**config.mk**
```make
export PLATFORM = sky130hd
export DESIGN_NAME = keyframe_scale_interpolator
export DESIGN_NICKNAME = d
export VERILOG_FILES = /design/src/design/ksi_pkg.sv /design/src/design/ksi_div.sv /design/src/design/keyframe_scale_interpolator.sv
export VERILOG_INCLUDE_DIRS = /design/src /design/src/design
export SDC_FILE = /design/constraint.sdc
export NUM_CORES = 2
export LEC_CHECK = 0
export BUFFER_PORTS_ARGS = -buffer_cell sky130_fd_sc_hd__buf_2
export CAP_MARGIN = 40
export CORE_MARGIN = 3
export CORE_UTILIZATION = 60
export DETAILED_ROUTE_END_ITERATION = 8
export PLACE_DENSITY = 0.79
export SETUP_SLACK_MARGIN = 0.02
export SLEW_MARGIN = 10
export SYNTH_ARGS = -nofsm -noshare
export SYNTH_HDL_FRONTEND = slang
export SYNTH_SLANG_ARGS = --single-unit
```
**constraint.sdc**
```tcl
create_clock -name clk_i -period 11.7 [get_ports clk_i]
set_clock_uncertainty 0.1 [all_clocks]
set_input_delay 1.17 -clock clk_i [delete_from_list [all_inputs] [get_ports clk_i]]
set_output_delay 1.17 -clock clk_i [all_outputs]
set_load 0.1 [all_outputs]
```
**src/design/keyframe_scale_interpolator_macros.svh**
```systemverilog
// Assertion helpers shared by the design files.
`ifndef KEYFRAME_SCALE_INTERPOLATOR_MACROS_SVH
`define KEYFRAME_SCALE_INTERPOLATOR_MACROS_SVH

// Check that a property holds at every rising clock edge outside reset.
`define KSI_ASSERT(label, prop) \
  label: assert property (@(posedge clk_i) disable iff (!rst_ni) (prop)) \
    else $error("assertion failed");

// Check that a condition implies a second one in the next cycle.
`define KSI_ASSERT_NEXT(label, ante, cons) \
  label: assert property (@(posedge clk_i) disable iff (!rst_ni) (ante) |=> (cons)) \
    else $error("assertion failed");

`endif

```
**src/design/ksi_pkg.sv**
```systemverilog
`timescale 1ns / 1ps
package ksi_pkg;

  typedef enum logic [1:0] {
    CMD_EVAL   = 2'd0,
    CMD_INSERT = 2'd1,
    CMD_DELETE = 2'd2,
    CMD_NONE   = 2'd3
  } cmd_e;

  typedef enum logic [2:0] {
    ST_EVALUATED = 3'd0,
    ST_EMPTY     = 3'd1,
    ST_INSERTED  = 3'd2,
    ST_UPDATED   = 3'd3,
    ST_FULL      = 3'd4,
    ST_DELETED   = 3'd5,
    ST_NOTFOUND  = 3'd6
  } status_e;

  typedef struct packed {
    logic [1:0]  cmd;
    logic [23:0] total_life;
    logic [23:0] remaining_life;
    logic [23:0] base_width;
    logic [23:0] base_height;
    logic [23:0] key_time;
    logic [15:0] key_wscale;
    logic [15:0] key_hscale;
  } in_item_t;

  typedef struct packed {
    logic [2:0]  status;
    logic [23:0] new_width;
    logic [23:0] new_height;
    logic [4:0]  slot;
  } out_item_t;

  typedef struct packed {
    logic [23:0] t;
    logic [15:0] ws;
    logic [15:0] hs;
  } key_t;

  // Weight divider control.
  typedef struct packed {
    logic        start;
    logic [23:0] num;
    logic [23:0] den;
  } div_req_t;

  typedef struct packed {
    logic        done;
    logic [16:0] quo;
  } div_rsp_t;

  typedef enum logic [3:0] {
    S_IDLE,
    S_SCAN,
    S_RDPAIR,
    S_DIV,
    S_BLW0,
    S_BLW1,
    S_BLH0,
    S_BLH1,
    S_MW,
    S_MH,
    S_SHIFT,
    S_OUT
  } state_e;

endpackage

```
**src/design/ksi_div.sv**
```systemverilog
`timescale 1ns / 1ps
`include "keyframe_scale_interpolator_macros.svh"
// Restoring divider: one quotient bit per cycle, floor((num << 16) / den)
// clamped to 65536.
module ksi_div
  import ksi_pkg::*;
(
  input  logic     clk_i,
  input  logic     rst_ni,
  input  div_req_t req_i,
  output div_rsp_t rsp_o
);

  localparam int QBITS = 41;

  logic [24:0] rem_q, rem_d;
  logic [40:0] num_q, num_d;
  logic [40:0] quo_q, quo_d;
  logic [23:0] den_q, den_d;
  logic [5:0]  cnt_q, cnt_d;
  logic        busy_q, busy_d;
  logic        done_q, done_d;
  logic [24:0] trial;

  always_comb begin
    rem_d  = rem_q;
    num_d  = num_q;
    quo_d  = quo_q;
    den_d  = den_q;
    cnt_d  = cnt_q;
    busy_d = busy_q;
    done_d = 1'b0;
    trial  = {rem_q[23:0], num_q[40]};
    if (req_i.start) begin
      rem_d  = '0;
      num_d  = {1'b0, req_i.num, 16'd0};
      quo_d  = '0;
      den_d  = req_i.den;
      cnt_d  = 6'(QBITS);
      busy_d = 1'b1;
    end else if (busy_q) begin
      num_d = {num_q[39:0], 1'b0};
      if (trial >= {1'b0, den_q}) begin
        rem_d = trial - {1'b0, den_q};
        quo_d = {quo_q[39:0], 1'b1};
      end else begin
        rem_d = trial;
        quo_d = {quo_q[39:0], 1'b0};
      end
      cnt_d = cnt_q - 6'd1;
      if (cnt_q == 6'd1) begin
        busy_d = 1'b0;
        done_d = 1'b1;
      end
    end
  end

  always_ff @(posedge clk_i or negedge rst_ni) begin
    if (!rst_ni) begin
      busy_q <= 1'b0;
      done_q <= 1'b0;
      cnt_q  <= '0;
    end else begin
      busy_q <= busy_d;
      done_q <= done_d;
      cnt_q  <= cnt_d;
    end
  end

  always_ff @(posedge clk_i) begin
    rem_q <= rem_d;
    num_q <= num_d;
    quo_q <= quo_d;
    den_q <= den_d;
  end

  assign rsp_o.done = done_q;
  assign rsp_o.quo  = (quo_q > 41'd65536) ? 17'd65536 : quo_q[16:0];

  `KSI_ASSERT(a_done_pulse, !(done_q && busy_q))
  `KSI_ASSERT_NEXT(a_cnt_run, busy_q && !req_i.start && cnt_q == 6'd1, done_q)
  `KSI_ASSERT(a_cnt_idle, busy_q || cnt_q == 6'd0)

endmodule

```
**src/design/keyframe_scale_interpolator.sv**
```systemverilog
`timescale 1ns / 1ps
// Keyframe scale interpolator. Keeps up to KEY_DEPTH keys sorted by time,
// in a table memory with one read and one write port. Each transfer takes one
// command and gives one result; the block is not ready while a command is at
// work. Insert and delete run as a table walk that reads one key a cycle:
// the search stops at the key's place and the shift walks the rest. Evaluate
// searches for the pair of keys around the age; when the age falls between
// two keys it runs a bit-serial weight division and blends the scales through
// the one shared 32x32 multiplier, and the same multiplier then scales the
// base size before the result is loaded. The next command is taken in the
// cycle after the result is loaded. Results sit in an output register and are
// held until taken; a result that waits there does not block the next command,
// only the loading of its result.
`include "keyframe_scale_interpolator_macros.svh"
module keyframe_scale_interpolator
  import ksi_pkg::*;
#(
  parameter int KEY_DEPTH = 16
) (
  input  logic      clk_i,
  input  logic      rst_ni,
  input  logic      in_valid_i,
  output logic      in_ready_o,
  input  in_item_t  in_data_i,
  output logic      out_valid_o,
  input  logic      out_ready_i,
  output out_item_t out_data_o
);

  localparam int AW = (KEY_DEPTH > 1) ? $clog2(KEY_DEPTH) : 1;
  localparam int CW = $clog2(KEY_DEPTH + 1);

  // Memory
  key_t          mem [KEY_DEPTH];
  logic          we;
  logic [AW-1:0] waddr, raddr;
  key_t          wdata, rdata_q;

  always_ff @(posedge clk_i) begin
    if (we) mem[waddr] <= wdata;
    rdata_q <= mem[raddr];
  end

  state_e       state_q, state_d;
  in_item_t     item_q, item_d;
  logic [CW-1:0] count_q, count_d;
  logic [CW-1:0] idx_q, idx_d;   // index being read
  logic          rv_q, rv_d;      // rdata_q holds entry idx_q-1
  logic          mode_q, mode_d;  // 0 search, 1 shift
  key_t          prev_q, prev_d;
  key_t          cur_q, cur_d;
  logic [23:0]   age_q, age_d;
  logic [15:0]   sw_q, sw_d, sh_q, sh_d;
  logic [63:0]   acc_q, acc_d;
  logic [63:0]   prod_q;
  logic [31:0]   ma, mb;
  logic [16:0]   w_q, w_d;
  out_item_t     res_q, res_d;
  out_item_t     out_q, out_d;
  logic          ov_q, ov_d;
  logic [CW-1:0] hit_q, hit_d;
  div_req_t      dreq;
  div_rsp_t      drsp;

  ksi_div u_div (.clk_i, .rst_ni, .req_i(dreq), .rsp_o(drsp));

  // Shared multiplier, registered.
  always_ff @(posedge clk_i) prod_q <= ma * mb;

  assign in_ready_o  = (state_q == S_IDLE);
  assign out_valid_o = ov_q;
  assign out_data_o  = out_q;

  function automatic logic [23:0] sat24(input logic [63:0] v);
    logic [51:0] s;
    s = v[63:12] + 52'((v[11] == 1'b1) ? 1 : 0);
    return (s > 52'hFFFFFF) ? 24'hFFFFFF : s[23:0];
  endfunction

  always_comb begin
    state_d = state_q;
    item_d  = item_q;
    count_d = count_q;
    idx_d   = idx_q;
    rv_d    = 1'b0;
    mode_d  = mode_q;
    prev_d  = prev_q;
    cur_d   = cur_q;
    age_d   = age_q;
    sw_d    = sw_q;
    sh_d    = sh_q;
    acc_d   = acc_q;
    w_d     = w_q;
    res_d   = res_q;
    out_d   = out_q;
    ov_d    = ov_q;
    hit_d   = hit_q;
    we      = 1'b0;
    waddr   = '0;
    wdata   = '0;
    raddr   = AW'(idx_q);
    ma      = '0;
    mb      = '0;
    dreq    = '0;
    if (ov_q && out_ready_i) ov_d = 1'b0;

    unique case (state_q)
      S_IDLE: begin
        if (in_valid_i && in_ready_o) begin
          item_d = in_data_i;
          age_d  = (in_data_i.total_life >= in_data_i.remaining_life) ?
                   in_data_i.total_life - in_data_i.remaining_life : 24'd0;
          idx_d  = '0;
          mode_d = 1'b0;
          res_d  = '0;
          res_d.status = ST_NOTFOUND;
          if (in_data_i.cmd == CMD_NONE) begin
            state_d = S_OUT;
          end else if (in_data_i.cmd == CMD_EVAL && count_q == '0) begin
            res_d.status = ST_EMPTY;
            state_d = S_OUT;
          end else begin
            state_d = S_SCAN;
          end
        end
      end

      // Read one entry a cycle; rdata_q holds entry idx_q-1 when rv_q.
      S_SCAN: begin
        if (mode_q) begin
          // Shift pass: insert moves up from the top, delete moves down.
          if (item_q.cmd == CMD_INSERT) begin
            if (idx_q == hit_q && !rv_q) begin
              we = 1'b1;
              waddr = AW'(hit_q);
              wdata = '{t: item_q.key_time, ws: item_q.key_wscale,
                        hs: item_q.key_hscale};
              count_d = count_q + CW'(1);
              res_d.status = ST_INSERTED;
              res_d.slot = 5'(hit_q);
              state_d = S_OUT;
            end else if (rv_q) begin
              // Move entry idx_q-1 up to idx_q, fetch the next one below.
              we = 1'b1;
              waddr = AW'(idx_q);
              wdata = rdata_q;
              idx_d = idx_q - CW'(1);
              if (idx_q - CW'(1) != hit_q) begin
                raddr = AW'(idx_q - CW'(2));
                rv_d  = 1'b1;
              end
            end else begin
              raddr = AW'(idx_q - CW'(1));
              rv_d  = 1'b1;
            end
          end else begin
            if (rv_q) begin
              we = 1'b1;
              waddr = AW'(idx_q - CW'(2));
              wdata = rdata_q;
            end
            if (idx_q == count_q) begin
              count_d = count_q - CW'(1);
              res_d.status = ST_DELETED;
              res_d.slot = 5'(hit_q);
              state_d = S_OUT;
            end else begin
              raddr = AW'(idx_q);
              idx_d = idx_q + CW'(1);
              rv_d  = 1'b1;
            end
          end
        end else begin
          if (rv_q) begin
            // Compare entry idx_q-1.
            cur_d  = rdata_q;
            prev_d = cur_q;
            unique case (item_q.cmd)
              CMD_EVAL: begin
                if (age_q <= rdata_q.t) begin
                  if (idx_q == CW'(1)) begin
                    sw_d = rdata_q.ws;
                    sh_d = rdata_q.hs;
                    state_d = S_MW;
                  end else begin
                    state_d = S_RDPAIR;
                  end
                end
              end
              CMD_INSERT: begin
                if (rdata_q.t >= item_q.key_time) begin
                  hit_d = idx_q - CW'(1);
                  if (rdata_q.t == item_q.key_time) begin
                    we = 1'b1;
                    waddr = AW'(idx_q - CW'(1));
                    wdata = '{t: rdata_q.t, ws: item_q.key_wscale,
                              hs: item_q.key_hscale};
                    res_d.status = ST_UPDATED;
                    res_d.slot = 5'(idx_q - CW'(1));
                    state_d = S_OUT;
                  end else if (count_q == CW'(KEY_DEPTH)) begin
                    res_d.status = ST_FULL;
                    state_d = S_OUT;
                  end else begin
                    mode_d = 1'b1;
                    idx_d  = count_q;
                  end
                end
              end
              default: begin
                if (rdata_q.t == item_q.key_time) begin
                  hit_d  = idx_q - CW'(1);
                  mode_d = 1'b1;
                end
              end
            endcase
          end
          if (state_d == S_SCAN && mode_d == mode_q) begin
            if (idx_q == count_q) begin
              if (item_q.cmd == CMD_EVAL) begin
                sw_d = (rv_q ? rdata_q.ws : cur_q.ws);
                sh_d = (rv_q ? rdata_q.hs : cur_q.hs);
                state_d = S_MW;
              end else if (item_q.cmd == CMD_INSERT) begin
                if (count_q == CW'(KEY_DEPTH)) begin
                  res_d.status = ST_FULL;
                  state_d = S_OUT;
                end else begin
                  hit_d  = count_q;
                  mode_d = 1'b1;
                end
              end else begin
                state_d = S_OUT;
              end
            end else begin
              raddr = AW'(idx_q);
              idx_d = idx_q + CW'(1);
              rv_d  = 1'b1;
            end
          end
        end
      end

      S_RDPAIR: begin
        dreq.start = 1'b1;
        dreq.num   = (age_q > prev_q.t) ? age_q - prev_q.t : 24'd0;
        dreq.den   = (cur_q.t > prev_q.t) ? cur_q.t - prev_q.t : 24'd1;
        state_d    = S_DIV;
      end

      S_DIV: begin
        if (drsp.done) begin
          w_d = drsp.quo;
          state_d = S_BLW0;
        end
      end

      S_BLW0: begin
        ma = 32'(prev_q.ws);
        mb = 32'(17'd65536 - w_q);
        state_d = S_BLW1;
      end
      S_BLW1: begin
        acc_d = prod_q + 64'd32768;
        ma = 32'(cur_q.ws);
        mb = 32'(w_q);
        state_d = S_BLH0;
      end
      S_BLH0: begin
        sw_d = 16'((acc_q + prod_q) >> 16);
        ma = 32'(prev_q.hs);
        mb = 32'(17'd65536 - w_q);
        state_d = S_BLH1;
      end
      S_BLH1: begin
        acc_d = prod_q + 64'd32768;
        ma = 32'(cur_q.hs);
        mb = 32'(w_q);
        state_d = S_SHIFT;
      end
      S_SHIFT: begin
        sh_d = 16'((acc_q + prod_q) >> 16);
        state_d = S_MW;
      end
      S_MW: begin
        ma = 32'(item_q.base_width);
        mb = 32'(sw_q);
        state_d = S_MH;
      end
      S_MH: begin
        acc_d = prod_q;
        ma = 32'(item_q.base_height);
        mb = 32'(sh_q);
        res_d.status = ST_EVALUATED;
        state_d = S_OUT;
        idx_d = '1;
      end

      S_OUT: begin
        // Hold the height product while the previous result waits.
        ma = 32'(item_q.base_height);
        mb = 32'(sh_q);
        if (!ov_q || out_ready_i) begin
          out_d = res_q;
          if (item_q.cmd == CMD_EVAL && res_q.status == ST_EVALUATED) begin
            out_d.new_width  = sat24(acc_q);
            out_d.new_height = sat24(prod_q);
          end
          ov_d = 1'b1;
          state_d = S_IDLE;
        end
      end

      default: state_d = S_IDLE;
    endcase
  end

  always_ff @(posedge clk_i or negedge rst_ni) begin
    if (!rst_ni) begin
      state_q <= S_IDLE;
      count_q <= '0;
      ov_q    <= 1'b0;
      rv_q    <= 1'b0;
      mode_q  <= 1'b0;
    end else begin
      state_q <= state_d;
      count_q <= count_d;
      ov_q    <= ov_d;
      rv_q    <= rv_d;
      mode_q  <= mode_d;
    end
  end

  always_ff @(posedge clk_i) begin
    item_q <= item_d;
    idx_q  <= idx_d;
    prev_q <= prev_d;
    cur_q  <= cur_d;
    age_q  <= age_d;
    sw_q   <= sw_d;
    sh_q   <= sh_d;
    acc_q  <= acc_d;
    w_q    <= w_d;
    res_q  <= res_d;
    out_q  <= out_d;
    hit_q  <= hit_d;
  end

  `KSI_ASSERT(a_count_range, count_q <= CW'(KEY_DEPTH))
  `KSI_ASSERT(a_ready_idle, !in_ready_o || state_q == S_IDLE)
  `KSI_ASSERT_NEXT(a_out_hold, out_valid_o && !out_ready_i, out_valid_o && $stable(out_data_o))
  `KSI_ASSERT(a_no_write_idle, !(we && state_q == S_IDLE))

endmodule
```
; ---- Word-level counts from Yosys, hierarchy flattened
; Memories as Yosys holds them, arrays and structs flattened. A register that Yosys moved wholly into a read port is not among the register bits.
; Index checks and enable logic that the tools add are counted.
[totals]
register_bits = 627
latchBits = 0
ram_bits = 896
mem_bits_ro = 0
inputBits = 158
output_inout_bits = 58
wordCells = 323
n_memories = 1
[memory_table]
columns = name, depth, width, rd, rd_clocked_by_memory_dff, wr, line_no
row1 = mem, 16, 56, 1, 1, 1, keyframe_scale_interpolator.sv:34  ; key_t mem [KEY_DEPTH];
[classes]
add_sub_neg = 15
n_mul = 1
div = 0
magnitude_cmp = 9
eq_ne = 37
n_shift = 0
mux = 181
bitwise = 1
n_reduce_logical = 38
[ops]
columns = operator, count
row1 = two-way mux 56 bit, 10
row2 = two-way mux 16 bit, 18
row3 = two-way mux 5 bit, 32
row4 = two-way mux 4 bit, 38
row5 = case mux 24 bit (6 select lines), 1
row6 = case mux 32 bit (4 select lines), 1
row7 = case mux 64 bit (2 select lines), 1
row8 = two-way mux 24 bit, 5
row9 = adder 52 x 1 -> 52 bit, 2
row10 = "> comparator 52 x 24 -> 1 bit, second input constant", 2
row11 = subtractor 24 bit, 4
row12 = two-way mux 40 bit, 2
row13 = "adder 64 x 16 -> 64 bit, second input constant", 1
row14 = multiplier 32 x 32 -> 64 bit, 1
row15 = case mux 16 bit (2 select lines), 2
row16 = two-way mux 49 bit, 1
row17 = greater-or-equal comparator 24 bit, 2
row18 = > comparator 24 bit, 2
row19 = two-way mux 3 bit, 16
row20 = case mux 4 bit (12 select lines), 1
row21 = two-way mux 1 bit, 44
row22 = "> comparator 41 x 17 -> 1 bit, second input constant", 1
row23 = adder 32 bit, 1
row24 = greater-or-equal comparator 25 x 24 -> 1 bit, 1
row25 = 45 further kinds, 93

; ---- Longest topological paths before layout
[depth]
ltp_word = 15
ltp_mapped = 36
depth_no_buf = 34

; ---- By module
; Synthesis repeated with hierarchy kept, for this count alone.
[hier_totals]
hier_cells = 6839
area_unflattened_um2 = 88692.6
[modules_own_cells]
columns = module, n_inst, cells_per_inst, area_per_inst_um2, seq_area_each_um2
row1 = keyframe_scale_interpolator, 1, 6240, 82515.4, 42270.5
row2 = ksi_div, 1, 599, 6177.2, 2962.8

; ---- Worst setup path before layout
; OpenSTA, ideal clock, no wires.
[synth_path]
path_type = register to register
start = register state_q[2]
end = register prod_q[45]
setup_ps = 138
t_arrival_ps = 8755
required_ps = 11462
path_slack_ps = 2707
stages_incl_launch_ff = 31
n_path_buf = 4
synth_period_minus_slack_ps = 8993
path_cell_list = dfrtp_1 > nand2b_1 > clkbuf_1 > nor3_1 > clkbuf_1 > a22oi_1 > nand3_1 > clkbuf_1 > nand2_1 > fa_1 > fa_1 > inv_1 > fa_1 > fa_1 > fa_1 > fa_1 > inv_1 > fa_1 > inv_1 > ha_1 > clkbuf_1 > a21o_1 > a21o_1 > a221oi_1 > nor4b_1 > a31oi_1 > a21o_1 > a21o_1 > a21oi_1 > o311ai_0 > xor2_1
[synth_via]
elab_chain_len = 4
word_cells_on_any_way = 13
classes_between = mul: 1 / eq/ne: 7 / mux: 2 / reduce/logical: 3
[synth_rtl]
columns = item, line_no
row1 = from (decl), keyframe_scale_interpolator.sv:44  ; state_e state_q, state_d;
row2 = from (signal assigned), keyframe_scale_interpolator.sv:326  ; state_q <= state_d;
row3 = == test 4 bit or == test 4 x 3 -> 1 bit (tied branches), keyframe_scale_interpolator.sv:107  ; unique case (state_q)
row4 = OR reduction 2 bit (no line), -
row5 = case mux 24 bit (6 select lines) or case mux 32 bit (4 select lines) (tied branches), keyframe_scale_interpolator.sv:107
row6 = multiplier 32 x 32 -> 64 bit (*), keyframe_scale_interpolator.sv:68  ; always_ff @(posedge clk_i) prod_q <= ma * mb;
row7 = to (signal assigned), keyframe_scale_interpolator.sv:68
row8 = to (decl), keyframe_scale_interpolator.sv:55  ; logic [63:0] prod_q;
; Mark *: on every way between the ends. The rest lies on a longest branch, timed or not.
; A chain may end at the register's enable or synchronous reset.

; ---- Final worst setup path
[layout_path]
start = register state_q[3]
end = register prod_q[45]
; Same word-level chain as after synthesis.

==> reports/metrics.cfg <==
[die]
fp.dieW_um = 390
io_pins = 216
initial_core_util_pct = 60.6
rows = 140
chipHeight_um = 390
die_area_um2 = 152000
fp.coreArea_um2 = 146000

[pwr]
clkPwrFrac_pct = 38.7
p_switching_mw = 3.46
powerDensity_nw_per_um2 = 136
swShare_pct = 26.0
vdd_drop_max_mv = 0.281
total_power_mw = 13.3
pwr-share-seq_pct = 46.4
comb_power_share_pct = 14.9
p_int_mw = 9.85
p_leak_nw = 36.9

[logic_synthesis]
post_synth.cell_area_avg_um2 = 12.9
ys_async_sr_fraction_pct = 1.27
ys_seq_area_share_pct = 51.1
synth_top_area_share_pct = 46.4
ys.flop_type = edfxtp_1
syn_area_um2 = 88600
yosysWarnings = 0
yosys.area.top_type = edfxtp_1
yosys-top-cells-count = 1,369 x edfxtp_1, 812 x inv_1, 536 x nor2_1
synth_edf_count = 1369
yosysUniqueCellTypes = 100
synth_seq_cells = 1570
syn_inst = 6858
synthTopCellsByArea = edfxtp_1 46%, fa_1 12%, mux4_2 5.7%, ha_1 5.5%, dfxtp_1 4.1%
yosysMostFrequentCell = edfxtp_1

[finish]
area_growth_pct = 10.8
final_cells = 9193
fillers = 10200
drive_gt1_share_pct = 12.8
utilization_pct = 67.2
fin_nets = 8203

[sta]
tns_ns = 0
max_slew_margin_pct = 25.2
final_max_slew_viol_count = 0
grt_setup_unrepaired = no
worst_slew_pin_slew_ns = 1.12
final-hold-violation-count = 0
finalSetupViolations = 0
period_minus_slack_ns = 10.53
max_freq_mhz = 94.9
finalCritPeriodShare_pct = 90.0

[global_route]
grt_pass1_wl_mm = 354
overflow = 0
track_usage_pct = 30.8
grt_max_degree = 165
grt_pass1_vias = 58300
antenna_found_initial = 13

[outcome]
outcome = complete, no violations

[cts]
postCtsResizedCells = 0
cts_tree = yes
cts-root-buf = clkbuf_16
post_cts_buffers = 0
clk_latency_ns = 0.82
clock-sinks = 1570
cts_hold_buf = 0
htree_levels = 4
ctsLongestPathBuffers = 3
cts_buffers = 156
clk_pin_slew_ns = 0.06

[hold_path]
hold_path.class = input port to async pin

[worst_setup_path]
endpoint_kind = flip-flop
slowest_stage = fa_1
r2r_slack_ns = 1.17
required_ns = 12.26
cp_top_family = adder cells
crit_arrival_ns = 11.10
crit_top_cell = fa_1
cp-start-kind = flip-flop
critPathMaxStageDelay_ns = 0.86
critical_path.max_fanout = 22
cp_num_buf_inv = 7
worstSetupPathType = flip-flop to flip-flop

[drt]
drc = 0
firstDrtPassIters = 7
via_count = 57500
drtIter0Drc = 6459
drtAntennaViolNets = 0
wl_per_cell_um = 25.4
wl_mm = 233
viasPerCell = 6.25

[place]
place.gp.congestion = 0.971
io_buffers = 215
dp.cells = 8882
dp_hpwl_mm = 162

[run]
max_cap_viol_count = 0

==> metrics by stage <==
stage	cell area [um2]	setup slack [ns]	hold WS [ns]
6_report	98200	1.17	0.283
3_3_place_gp	92100	1.42	0.306
2_1_floorplan	88700	2.71	0.300
5_1_grt	98100	0.544	0.299
3_5_place_dp	92700	1.31	0.305
4_1_cts	98100	1.27	0.256
==> placed cells by master, fill, tap and decap left out, types with 48 or more instances in the layout <==
| cell | synthesis | routed |
|---|---|---|
| edfxtp_1 | 1369 | 1369 |
| inv_1 | 812 | 811 |
| fa_1 | 526 | 526 |
| nor2_1 | 536 | 521 |
| nand2_1 | 485 | 485 |
| ha_1 | 386 | 386 |
| mux2i_1 | 248 | 248 |
| mux4_2 | 224 | 224 |
| a21oi_1 | 220 | 218 |
| buf_2 | 72 | 218 |
| dfxtp_1 | 181 | 181 |
| clkbuf_16 | 0 | 162 |
| xnor2_1 | 160 | 160 |
| o21ai_0 | 136 | 136 |
| xor2_1 | 116 | 116 |
| nand3_1 | 111 | 111 |
| nor3_1 | 111 | 104 |
| buf_4 | 4 | 96 |
| a21o_1 | 85 | 85 |
| a22oi_1 | 83 | 83 |
| nand4_1 | 72 | 72 |
| a22o_1 | 62 | 62 |
| nand2b_1 | 48 | 48 |
==> state kept, by name, summed over array words and instances (netlist names), 4 cells and up <==
register / count
u_div.num_q: 25
acc_q: 60
rdata_q: 56
res_q: 8
u_div.quo_q: 41
u_div.den_q: 24
age_q: 24
state_q: 4
cur_q: 56
mem: 896
sw_q: 16
prod_q: 59
count_q: 5
prev_q: 56
out_data_o: 56
u_div.rem_q: 24
idx_q: 5
hit_q: 5
w_q: 17
item_q: 106
sh_q: 16
u_div.cnt_q: 6
==> final timing paths <==
| check | start | end | cells past startpoint |
|---|---|---|---|
| setup / recovery | state_q[3]$_DFFE_PN0P_ | prod_q[45]$_DFF_P_ | 30 |
| hold reg to reg | res_q[4]$_SDFFCE_PN0P_ | out_data_o[4]$_DFFE_PP_ | 0 |
| hold / removal | rst_ni | u_div.cnt_q[3]$_DFFE_PN0P_ | 1 |
| min in group clk_i | res_q[4]$_SDFFCE_PN0P_ | out_data_o[4]$_DFFE_PP_ | 0 |
| setup reg to reg | state_q[3]$_DFFE_PN0P_ | prod_q[45]$_DFF_P_ | 30 |
| max in group asynchronous | rst_ni | rv_q$_DFF_PN0_ | 1 |
==> power groups by stage <==
stage	registers (mW)	logic (mW)	clock network (mW)
floorplan	6.24	1.59	0
global placement	6.29	1.88	0
detailed placement	6.29	1.90	0
CTS	6.17	1.91	5.21
global route	6.18	2.29	5.41
finish	6.17	1.98	5.15
==> routing by layer <==
layer	up-vias	GRT usage, %	part of all wire, %
met3	656	7.27	11
met5	-	0	0.015
li1	25000	-	-
met1	28600	41.5	38
met4	6	13.9	4.8
met2	3172	48.3	46
==> cells by family after synthesis <==
family,after synthesis,share of synthesized area [%]
muxes,482,8.63
and+or+nand+nor,1610,8.33
AOI/OAI and AO/OA,925,7.17
DFF,1570,51.1
adders and majority gates,912,17.3
xor gates and xnor gates,276,2.73
other,2,0.00848
buffers and inverters,1081,4.72
==> layout make-up <==
class / count / area, um2 / area share (%)
flip-flops and latches: 1570 / 45200 / 46.1
clock inverters: 75 / 892 / 0.909
well taps: 1917 / 2400 / 2.44
repair buffers: 349 / 2500 / 2.55
diodes: 9 / 22.5 / 0.0229
clock buffers: 217 / 4470 / 4.55
inverters: 814 / 3060 / 3.11
multi-input cells: 4242 / 39600 / 40.3
(Power assumes the default switching activity.)
